File: config.mk
export PLATFORM = sky130hd
export DESIGN_NAME = float_to_fixed_converter_top
export DESIGN_NICKNAME = d
export VERILOG_FILES = /design/src/rtl/core/f2fx_pkg.sv /design/src/rtl/core/f2fx_datapath.sv /design/src/rtl/core/float_to_fixed_converter_top.sv
export SDC_FILE = /design/constraint.sdc
export NUM_CORES = 1
export LEC_CHECK = 0
export BUFFER_PORTS_ARGS = -buffer_cell sky130_fd_sc_hd__clkbuf_2
export CELL_PAD_IN_SITES_DETAIL_PLACEMENT = 0
export CELL_PAD_IN_SITES_GLOBAL_PLACEMENT = 1
export CORE_MARGIN = 2
export CORE_UTILIZATION = 38
export DETAILED_ROUTE_END_ITERATION = 8
export GPL_TIMING_DRIVEN = 0
export PLACE_DENSITY = 0.65
export SLEW_MARGIN = 20
export SYNTH_ARGS = -nofsm -noshare
export SYNTH_HDL_FRONTEND = slang
export SYNTH_SLANG_ARGS = --single-unit
File: constraint.sdc
create_clock -name clk_i -period 10.1 [get_ports clk_i]
set_clock_uncertainty 0.2 [all_clocks]
set_input_delay 1.01 -clock clk_i [delete_from_list [all_inputs] [get_ports clk_i]]
set_output_delay 1.01 -clock clk_i [all_outputs]
set_load 0.005 [all_outputs]
File: src/rtl/core/f2fx_pkg.sv
// ----------------------------------------------------------------------------
// Float to fixed converter package
// Shared constants and register indexes for the converter.
// ----------------------------------------------------------------------------
package f2fx_pkg;

  localparam int unsigned WordW = 32;
  localparam int unsigned FracW = 5;
  localparam int unsigned IdxW  = 2;

  localparam logic [IdxW-1:0] RegFracBits = 2'd0;
  localparam logic [IdxW-1:0] RegIntMax   = 2'd1;
  localparam logic [IdxW-1:0] RegIntMin   = 2'd2;

  localparam logic [FracW-1:0] FracBitsRst = 5'd27;
  localparam logic [WordW-1:0] IntMaxRst   = 32'sd15;
  localparam logic [WordW-1:0] IntMinRst   = -32'sd16;

endpackage

File: src/rtl/core/f2fx_datapath.sv
// ----------------------------------------------------------------------------
// Float to fixed datapath
// Exponent decode, integer and fraction split, clamp and word assembly.
// ----------------------------------------------------------------------------
module f2fx_datapath (
  input  logic [31:0] value_bits_i,
  input  logic [4:0]  frac_bits_i,
  input  logic [31:0] int_max_i,
  input  logic [31:0] int_min_i,
  output logic [31:0] fixed_word_o
);

  logic        neg;
  logic [7:0]  expo;
  logic [23:0] mant;
  logic        sat;
  logic [31:0] mag;
  logic [55:0] frac_al;
  logic [31:0] fbits;
  logic [8:0]  sh;
  logic [33:0] ipart;
  logic [33:0] imax;
  logic [33:0] imin;
  logic [33:0] iclamp;

  always_comb begin
    neg  = value_bits_i[31];
    expo = value_bits_i[30:23];
    mant = (expo == 8'd0) ? {1'b0, value_bits_i[22:0]} : {1'b1, value_bits_i[22:0]};
    sh   = (expo == 8'd0) ? 9'd149 : (9'd150 - {1'b0, expo});
    sat  = 1'b0;
    mag  = '0;
    fbits = '0;
    frac_al = '0;
    if (expo == 8'hFF) begin
      sat = 1'b1;
    end else if (expo >= 8'd158) begin
      // Magnitude at least 2^31: all such values saturate.
      sat = 1'b1;
    end else if (expo >= 8'd150) begin
      mag = {8'd0, mant} << (expo - 8'd150);
    end else begin
      // The top 24 bits hold the integer part and the low 32 bits the
      // fraction, truncated to 32 bits below the point.
      frac_al = {mant, 32'd0} >> sh;
      mag     = {8'd0, frac_al[55:32]};
      // Keeping the top frac_bits bits of that fraction truncates it exactly.
      fbits   = frac_al[31:0] >> (6'd32 - {1'b0, frac_bits_i});
    end
    ipart = sat ? (neg ? -34'sd2147483649 : 34'sd2147483648)
                : (neg ? -{2'b00, mag} : {2'b00, mag});
    imax = {{2{int_max_i[31]}}, int_max_i};
    imin = {{2{int_min_i[31]}}, int_min_i};
    iclamp = ($signed(ipart) > $signed(imax)) ? imax : ipart;
    if ($signed(iclamp) < $signed(imin)) iclamp = imin;
    fixed_word_o = (iclamp[31:0] << frac_bits_i) | fbits;
  end

endmodule

File: src/rtl/core/float_to_fixed_converter_top.sv
// ----------------------------------------------------------------------------
// Float to fixed converter top level
// Converts IEEE-754 single words to n.m fixed-point register words.
// ----------------------------------------------------------------------------
// Usage: drive value_bits_i and pulse start_i; a word is taken at every
// edge where start_i is high and busy_o is low. busy_o is always low, so
// one word can enter each cycle. The result appears on fixed_word_o in the
// next cycle with done_o high for exactly that cycle; the receiver cannot
// stall and must take it then. Throughput is one word per cycle, set by the
// single result register after the decode logic.
// Registers are written through cfg_we_i, cfg_idx_i and cfg_data_i while
// the block is idle: index 0 fraction bits, 1 upper clamp, 2 lower clamp.
// Writes to other indexes are ignored. Reset restores 27 fraction bits,
// clamps of 15 and -16, and clears the result strobe.
// ----------------------------------------------------------------------------
module float_to_fixed_converter_top (
  input  logic        clk_i,
  input  logic        rst_ni,
  input  logic        start_i,
  output logic        busy_o,
  input  logic [31:0] value_bits_i,
  output logic        done_o,
  output logic [31:0] fixed_word_o,
  input  logic        cfg_we_i,
  input  logic [f2fx_pkg::IdxW-1:0] cfg_idx_i,
  input  logic [31:0] cfg_data_i
);

  logic [4:0]  frac_bits_q;
  logic [31:0] int_max_q;
  logic [31:0] int_min_q;
  logic [31:0] word_d;
  logic [31:0] word_q;
  logic        done_q;

  assign busy_o = 1'b0;

  always_ff @(posedge clk_i or negedge rst_ni) begin
    if (!rst_ni) begin
      frac_bits_q <= f2fx_pkg::FracBitsRst;
      int_max_q   <= f2fx_pkg::IntMaxRst;
      int_min_q   <= f2fx_pkg::IntMinRst;
    end else if (cfg_we_i) begin
      if (cfg_idx_i == f2fx_pkg::RegFracBits) frac_bits_q <= cfg_data_i[4:0];
      if (cfg_idx_i == f2fx_pkg::RegIntMax)   int_max_q   <= cfg_data_i;
      if (cfg_idx_i == f2fx_pkg::RegIntMin)   int_min_q   <= cfg_data_i;
    end
  end

  f2fx_datapath u_dp (
    .value_bits_i (value_bits_i),
    .frac_bits_i  (frac_bits_q),
    .int_max_i    (int_max_q),
    .int_min_i    (int_min_q),
    .fixed_word_o (word_d)
  );

  always_ff @(posedge clk_i or negedge rst_ni) begin
    if (!rst_ni) begin
      done_q <= 1'b0;
    end else begin
      done_q <= start_i;
    end
  end

  always_ff @(posedge clk_i) begin
    if (start_i) word_q <= word_d;
  end

  assign done_o       = done_q;
  assign fixed_word_o = word_q;

  a_done_follows: assert property (@(posedge clk_i) disable iff (!rst_ni)
    start_i |=> done_o) else $error("word lost");
  a_no_spurious: assert property (@(posedge clk_i) disable iff (!rst_ni)
    !start_i |=> !done_o) else $error("spurious word");
  a_never_busy: assert property (@(posedge clk_i) disable iff (!rst_ni)
    !busy_o) else $error("busy raised");

endmodule

# Yosys cells after proc, flatten, opt, wreduce, memory -nomap -nowiden
# Index checks and enable logic that the tools add are counted.
# word_totals
input_bits	70
reg_bits	102
output_inout_bits	34
word_cells	41
# classes
order_cmp	4
n_reduce_logical	5
n_bitwise	1
eq_ne	3
mux	15
add_sub_neg	4
n_shift	4
# ops
cell	count
32-bit 2-to-1 mux	7
34-bit 2-to-1 mux	4
56-bit by 9-bit >> shifter with 56-bit output	1
34-bit by 32-bit greater-than comparator with 1-bit output	1
34-bit by 32-bit < comparator with 1-bit output	1
32-bit negator with 34-bit output	1
32-bit OR	1
24-bit by 8-bit << shifter with 32-bit output	1
32-bit by 5-bit << shifter with 32-bit output	1
32-bit by 6-bit >> shifter with 32-bit output	1
24-bit 2-to-1 mux	1
8-bit greater-or-equal comparator (second input constant)	2
9-bit 2-to-1 mux	1
8-bit by 8-bit subtractor with 9-bit output (first input constant)	1
8-bit == test (second input constant)	1
8-bit zero test	1
8-bit subtractor (second input constant)	1
2-bit AND reduction	3
6-bit by 5-bit subtractor with 6-bit output (first input constant)	1
2-bit by 1-bit == test with 1-bit output (second input constant)	1
2-bit == test (second input constant)	1
2-bit zero test	1
1-bit 2-to-1 mux	2

# Logic depth before layout (Yosys ltp)
# Gate-level depths: netlist of run 1.
# depth
word_depth	15
ltp_mapped	56
depth_no_buf	42

# Hierarchy
# Synthesis of run 1 repeated with hierarchy kept, for this count alone.
# unflattened
cells_unflattened	2255
area_unflattened_um2	17366.7
# by_module_without_submodules
mod	cells_each	n_inst	area_each_um2	seq_area_each_um2
f2fx_datapath	2073	1	13457.9	0.0
float_to_fixed_converter_top	182	1	3908.7	2757.6

# Least setup slack after synthesis of run 1
# Ideal clock, no wire load.
# synth_timing
path_kind	input to register
start	in value_bits_i[24]
end	reg word_q[24] (netlist: fixed_word_o[24]), data pin
setup_ps	255
path_slack_ps	-2458
t_arrival_ps	12103
path_buffers	14
cell_stages	51
path_cell_list	buf_2 buf_6 buf_6 buf_2 buf_2 inv_1 ha_1 clkbuf_1 buf_2 buf_2 buf_2 mux2i_1 o211ai_1 a22oi_1 a21oi_1 a221oi_1 o22ai_1 inv_1 [15 not listed] clkbuf_1 mux2_2 ha_1 and2_1 a221o_1 nand2_1 a21oi_1 o21bai_1 a31oi_1 o311a_1 a211oi_1 clkbuf_1 a21o_1 a21boi_0 mux2i_1 mux4_2 a21oi_1 a21bo_2
# synth_via
elab_chain_cells	15
elab_cells_between_ends	28
cone_classes	add/sub: 3; order compare: 4; eq/ne: 1; shift: 4; mux: 14; bitwise: 1; reduce/logical: 1
# synth_rtl
element	line	source
start: declaration	float_to_fixed_converter_top.sv:21	input logic [31:0] value_bits_i,
8-bit by 8-bit subtractor with 9-bit output / 8-bit zero test (equally long branches)	f2fx_datapath.sv:30, f2fx_datapath.sv:29	
9-bit 2-to-1 mux / 24-bit 2-to-1 mux (equally long branches)	f2fx_datapath.sv:30, f2fx_datapath.sv:29	
56-bit by 9-bit >> shifter with 56-bit output / 24-bit by 8-bit << shifter with 32-bit output (equally long branches)	f2fx_datapath.sv:45, f2fx_datapath.sv:41	
32-bit 2-to-1 mux	f2fx_datapath.sv:40	end else if (expo >= 8'd150) begin
32-bit 2-to-1 mux	f2fx_datapath.sv:37	end else if (expo >= 8'd158) begin
32-bit 2-to-1 mux	f2fx_datapath.sv:35	if (expo == 8'hFF) begin
32-bit negator with 34-bit output	f2fx_datapath.sv:51	: (neg ? -{2'b00, mag} : {2'b00, mag});
34-bit 2-to-1 mux	f2fx_datapath.sv:51	
34-bit 2-to-1 mux	f2fx_datapath.sv:50	ipart = sat ? (neg ? -34'sd2147483649 : 34'sd2147483648)
34-bit by 32-bit greater-than comparator with 1-bit output	f2fx_datapath.sv:54	iclamp = ($signed(ipart) > $signed(imax)) ? imax : ipart;
34-bit 2-to-1 mux	f2fx_datapath.sv:54	
34-bit by 32-bit < comparator with 1-bit output	f2fx_datapath.sv:55	if ($signed(iclamp) < $signed(imin)) iclamp = imin;
32-bit 2-to-1 mux	f2fx_datapath.sv:55	
32-bit by 5-bit << shifter with 32-bit output	f2fx_datapath.sv:56	fixed_word_o = (iclamp[31:0] << frac_bits_i) | fbits;
32-bit OR *	f2fx_datapath.sv:56	
named net u_dp.fixed_word_o[24]	f2fx_datapath.sv:10	output logic [31:0] fixed_word_o
end signal: assignment	float_to_fixed_converter_top.sv:67	if (start_i) word_q <= word_d;
end: declaration	float_to_fixed_converter_top.sv:33	logic [31:0] word_q;
# Mark *: on every way through the listed nets, which the timed path passes. The rest lies on a longest branch.
# A chain may end at the register's enable or synchronous reset.

# Worst setup path in the final report of run 1
# layout_timing
start	in value_bits_i[24]
end	reg word_q[20] (netlist: fixed_word_o[20]), data pin
# Same word-level chain as after synthesis.

==> results.sh, run 1 <==
export IMPL_max_cap_violations=0
export IMPL_worst_hold_slack_ns=0.307
export IMPL_drive_above_1_share_pct=32.2
export IMPL_die_w_um=216
export IMPL_area_growth_pct=28.8
export IMPL_fin_crit_sh_pct=118
export IMPL_grt_max_degree=37
export IMPL_dieHeight_um=216
export IMPL_grt_first_pass_wirelength_mm=125
export IMPL_crit_type="in2reg"
export IMPL_peakVddDrop_mv=0.214
export IMPL_status="finished with violations"
export IMPL_syn_inst=2157
export IMPL_die_area_um2=46700
export IMPL_grt_total_usage_pct=35.4
export IMPL_synth_area_leaders="mux2i_1, mux2_2, edfxtp_1"
export IMPL_drc_errors=0
export IMPL_drt_iter0_drc=2352
export IMPL_max_slew_margin_pct=18.1
export IMPL_rsz0062_at_grt="true"
export IMPL_core_um2=44300
export IMPL_avgSynthCellArea_um2=7.92
export IMPL_drt_total_wl_mm=85.4
export IMPL_final_area_um2=22000
export IMPL_num_rows=77
export IMPL_synthDistinctLibCells=106
export IMPL_setup_viol=32
export IMPL_wl_per_cell_um=28.6
export IMPL_fillCellCount=4334
export IMPL_critPathSlowestCell="or4b_4"
export IMPL_synthDominantCellAreaShare_pct=10.3
export IMPL_cts_made_buffers=9
export IMPL_powerDensity_nw_per_um2=284
export IMPL_clkSlewWorstSetupHoldPaths_ns=0.07
export IMPL_ios=104
export IMPL_final_common_cell="nand2_1"
export IMPL_arrival_ns=11.82
export IMPL_ys_warnings_count=0
export IMPL_clk_latency_ns=0.38
export IMPL_ys_seq_elements=102
export IMPL_htreeDepth=3
export IMPL_cp_common_cell="buf_12"
export IMPL_nets=2534
export IMPL_hold_viol_final=0
export IMPL_routed_via_density=6.72
export IMPL_worstSetupEndpointType="register"
export IMPL_clock_path_buffers=2
export IMPL_grt_pass1_vias=19200
export IMPL_synth_edf_count=32
export IMPL_antenna_left=0
export IMPL_clockRootBuffer="clkbuf_16"
export IMPL_cts_tree="done"
export IMPL_post_dp_cell_area_um2=18800
export IMPL_grt_overflow=0
export IMPL_synth_nets=2301
export IMPL_synth_area_um2=17100
export IMPL_period_needed_ns=11.92
export IMPL_ys_flop_type="dfstp_2"
export IMPL_portBuffers=90
export IMPL_dpl_hpwl_mm=67.0
export IMPL_initial_core_util_pct=38.5
export IMPL_p_leak_nw=8.76
export IMPL_synth_top_area_cell="mux2i_1"
export IMPL_gp_congestion=0.990
export IMPL_route_vias_total=20100
export IMPL_hold_buffers=0
export IMPL_synthArstFlopShare_pct=68.6
export IMPL_power_mw=6.25
export IMPL_seq_area_frac_synth_pct=16.1
export IMPL_cp_start_kind="input port"
export IMPL_cts_sinks=102
export IMPL_hold_path_class="reg2reg"
export IMPL_slew_viol_final=0
export IMPL_fin_util_pct=49.7
export IMPL_antenna_found_initial=0
export IMPL_worst_pin_slew_ns=1.22
export IMPL_cpPeakStageDelay_ns=0.56
export IMPL_cp_max_fo=6
export IMPL_worstPathRequired_ns=10.00
export IMPL_setup_slack_ns=-1.82
export IMPL_clock_fmax_ghz=0.0839
export IMPL_dp_slack_ns=-5.15
export IMPL_failed_checks="setup timing"
export IMPL_dr_pass1_iters=5
export IMPL_final_cell_mix="nand2_1, nor2_1, mux2i_1, buf_4, a21oi_1"
==> critical path, delay by kind of cell <==
kind / cells / cell delay, ns
buffers and inverters: 16 / 2.06
muxes: 5 / 1.38
adders and majority gates: 3 / 0.75
AOI/OAI and AO/OA: 13 / 2.90
and+or+nand+nor: 14 / 3.65
==> cells by family (layout without fill, tap and decap cells) <==
| kind of cell | Yosys count | in the layout | synth area share, % |
|---|---|---|---|
| xor gates and xnor gates | 42 | 42 | 2.29 |
| adders and majority gates | 74 | 74 | 5.42 |
| and+or+nand+nor | 671 | 671 | 19.1 |
| other | 1 | 2 | 0.0220 |
| AOI/OAI and AO/OA | 678 | 678 | 28.2 |
| muxes | 327 | 327 | 22.4 |
| buffers and inverters | 262 | 500 | 6.48 |
| DFF | 102 | 102 | 16.1 |
==> timing repair <==
action	4_1_cts	5_1_grt
pin swaps	64	61
cloned	4	0
gates resized for setup	229	125
buffers inserted	101	31
hold endpoints to repair	0	0
setup endpoints to repair	32	32
==> cell type report <==
type                    instances  area [µm²]  share of cell area [%]
well taps                     592         741                    3.37
inverters                      83         324                    1.47
clock inverters                 7        55.1                   0.250
plain buffers                 177        1190                    5.39
clock buffers                   9         225                    1.02
repair buffers                224        1700                    7.70
diodes                          1        2.50                  0.0114
multi-input cells            1793       15000                    68.2
flip-flops and latches        102        2760                    12.5
==> path summary, 6_finish.rpt <==
path	slack (ns)	start	to	cells after the start
setup reg to reg	2.73	int_max_q[31]	fixed_word_o[20]	30
min in group asynchronous	0.44	rst_ni	done_o	1
hold reg to reg	0.31	int_max_q[25]	int_max_q[25]	1
setup / recovery	-1.82	value_bits_i[24]	fixed_word_o[20]	51
max in group asynchronous	8.59	rst_ni	int_min_q[16]	2
hold / removal	0.31	int_max_q[25]	int_max_q[25]	1
==> stage by stage <==
| stage | setup TNS [ns] | std cells |
|---|---|---|
| finish | -49.62 | 2988 |
| global route | -57.47 | 2987 |
| CTS | -37.44 | 2959 |
| detailed placement | -139.55 | 2841 |
| global placement | -145.74 | 2839 |
| floorplan | -19.43 | 2157 |
==> Yosys cell counts (21+ instances only) <==
cell	instances
o21ai_0	116
nand2b_1	24
ha_1	74
nand2_1	205
and2_1	21
o31ai_1	24
a211oi_1	34
o22ai_1	33
xnor2_1	29
dfrtp_1	34
mux2_2	118
a21oi_1	124
clkbuf_1	116
inv_1	78
o211ai_1	37
a22oi_1	21
nand4_1	26
nor2_1	170
mux2i_1	176
mux4_2	32
edfxtp_1	32
buf_2	34
a21o_1	21
nor3_1	57
nand3_1	51
dfstp_2	36
==> power by group <==
part	leakage, nW	switching (mW)	total [mW]	internal (mW)
registers	1.10	0.0874	0.676	0.588
clock network	0.138	0.170	0.340	0.170
logic	7.52	2.83	5.23	2.40
total	8.76	3.09	6.25	3.16
==> layer usage <==
metal  up-vias  global-route usage (%)  share of wire, %
li1       8775                       -                 -
met1      9961                    50.4                44
met2      1176                    53.5                43
met3       163                    8.58                11
met4         0                    9.18               2.9
met5         -                       0                 0
==> flip-flops by register name, summed over array words and instances, names as in the netlist <==
| name | flops |
|---|---|
| frac_bits_q | 5 |
| int_min_q | 32 |
| int_max_q | 32 |
| fixed_word_o | 32 |
| done_o | 1 |
Note: power is estimated with default switching activity, not from simulation.
==> run 2: changes to the inputs <==
Settings changed: CTS_BUF_LIST set to sky130_fd_sc_hd__clkbuf_8 sky130_fd_sc_hd__clkbuf_16, PLACE_DENSITY 0.65 to 0.68.
Clock period 10.1 ns to 10 ns, I/O delays scaled along.
==> run 2 against run 1 <==
The run still ends with setup timing left. Clock power rose by 1%. Highest routed layer unchanged. Sequential power rose by 1%. First-iteration DRC count rose by 7.6%. Non-clock buffer count fell by 13. Cell count fell by 0.40%. Sequential cell count did not move. Global-route usage rose by 0.56 points. Via count fell by 0.24%. Total power fell by 3.3%. Critical endpoint is now fixed_word_o[25].
==> results.sh, run 2 (synthesis gave the netlist of run 1 again) <==
export IMPL_antenna_found_initial=1
export IMPL_drive_above_1_share_pct=31.0
export IMPL_post_dp_cell_area_um2=18800
export IMPL_wl_per_cell_um=29.0
export IMPL_fin_crit_sh_pct=117
export IMPL_crit_type="in2reg"
export IMPL_clkSlewWorstSetupHoldPaths_ns=0.07
export IMPL_antenna_left=0
export IMPL_grt_first_pass_wirelength_mm=127
export IMPL_instances_no_fill=2976
export IMPL_worst_pin_slew_ns=1.04
export IMPL_cp_start_kind="input port"
export IMPL_final_cell_mix="nand2_1, nor2_1, mux2i_1, buf_4, mux2_2"
export IMPL_grt_pass1_vias=19300
export IMPL_initial_core_util_pct=38.5
export IMPL_ios=104
export IMPL_cpPeakStageDelay_ns=0.57
export IMPL_route_vias_total=20000
export IMPL_failed_checks="setup timing"
export IMPL_hold_path_class="reg2reg"
export IMPL_area_growth_pct=26.3
export IMPL_status="finished with violations"
export IMPL_cts_made_buffers=9
export IMPL_cts_sinks=102
export IMPL_worstSetupEndpointType="register"
export IMPL_portBuffers=90
export IMPL_dpl_hpwl_mm=68.1
export IMPL_drt_total_wl_mm=86.3
export IMPL_max_slew_margin_pct=29.8
export IMPL_worstPathRequired_ns=9.89
export IMPL_die_area_um2=46700
export IMPL_dr_pass1_iters=8
export IMPL_grt_total_usage_pct=36.0
export IMPL_power_mw=6.05
export IMPL_setup_slack_ns=-1.71
export IMPL_rsz0062_at_grt="true"
export IMPL_arrival_ns=11.60
export IMPL_htreeDepth=3
export IMPL_drc_errors=0
export IMPL_cp_common_cell="buf_12"
export IMPL_powerDensity_nw_per_um2=280
export IMPL_setup_viol=32
export IMPL_period_needed_ns=11.71
export IMPL_core_um2=44300
export IMPL_hold_viol_final=0
export IMPL_die_w_um=216
export IMPL_clockRootBuffer="clkbuf_16"
export IMPL_grt_max_degree=55
export IMPL_cts_tree="done"
export IMPL_nets=2521
export IMPL_max_cap_violations=0
export IMPL_routed_via_density=6.73
export IMPL_peakVddDrop_mv=0.216
export IMPL_final_common_cell="nand2_1"
export IMPL_grt_overflow=0
export IMPL_drt_iter0_drc=2531
export IMPL_cp_max_fo=8
export IMPL_clk_latency_ns=0.37
export IMPL_p_leak_nw=8.62
export IMPL_num_rows=77
export IMPL_gp_congestion=0.990
export IMPL_critPathSlowestCell="mux4_2"
export IMPL_slew_viol_final=0
export IMPL_fin_util_pct=48.7
export IMPL_final_area_um2=21600
export IMPL_hold_buffers=0
export IMPL_clock_fmax_ghz=0.0854
export IMPL_clock_path_buffers=2
export IMPL_dp_slack_ns=-5.14
export IMPL_dieHeight_um=216
export IMPL_dp_cells=2841
[run 2: changes by cell type in the layout (fill, tap and decap cells not counted), sizes merged]
cell,before,now
diode,1,2
buf,197,184
clkbuf,212,213
bufbuf,1,0
[run 2: power by group]
| group | total (mW) | leakage [nW] | switching (mW) | internal (mW) |
|---|---|---|---|---|
| clock | 0.345 | 0.138 | 0.173 | 0.172 |
| sequential | 0.683 | 1.10 | 0.0893 | 0.594 |
| combinational | 5.02 | 7.38 | 2.79 | 2.23 |
[run 2: path summary, 6_finish.rpt]
path / start / to / slack, ns / depth (start not counted)
setup / recovery: value_bits_i[24] / fixed_word_o[25] / -1.71 / 46
hold / removal: int_max_q[25] / int_max_q[25] / 0.31 / 1
setup reg to reg: int_max_q[31] / fixed_word_o[25] / 2.78 / 28
hold reg to reg: int_max_q[25] / int_max_q[25] / 0.31 / 1
max in group asynchronous: rst_ni / int_min_q[22] / 8.65 / 2
min in group asynchronous: rst_ni / done_o / 0.34 / 1
[run 2: final cells by class]
type,count,area [µm²]
antenna,2,5.00
buffer,176,1190
clock buffer,9,225
clock inverter,7,55.1
fill,4394,22700
inverter,83,324
multi-input combinational,1793,14800
sequential,102,2760
tap,592,741
timing repair buffer,212,1490
[run 2: layer usage]
metal | global-route usage [%] | vias up | part of all wire [%]
li1 | - | 8754 | -
met1 | 51.8 | 9899 | 44
met2 | 53.2 | 1203 | 42
met3 | 8.67 | 170 | 11
met4 | 10.4 | 0 | 3.4
met5 | 0 | - | 0
[run 2: what timing repair did]
action | in CTS | in global routing
cloned | 4 | 0
pin swaps | 61 | 52
buffers inserted | 95 | 24
setup endpoints to repair | 32 | 32
resized for setup | 187 | 115
[run 2: worst max-delay path: cells and delay by family]
kind            cells  cell delay, ns
buf+inv            12            1.51
mux                 2            0.74
fa+ha+maj           3            0.70
compound gates     21            5.47
xor+xnor            1            0.19
simple gates        7            1.91
[run 2: per-stage QoR]
step	TNS (ns)	hold slack [ns]
after CTS	-42.75	0.313
after detailed placement	-140.21	0.295
after global placement	-145.66	0.292
final	-47.13	0.308
after floorplan	-22.31	0.279
after global routing	-59.04	0.332
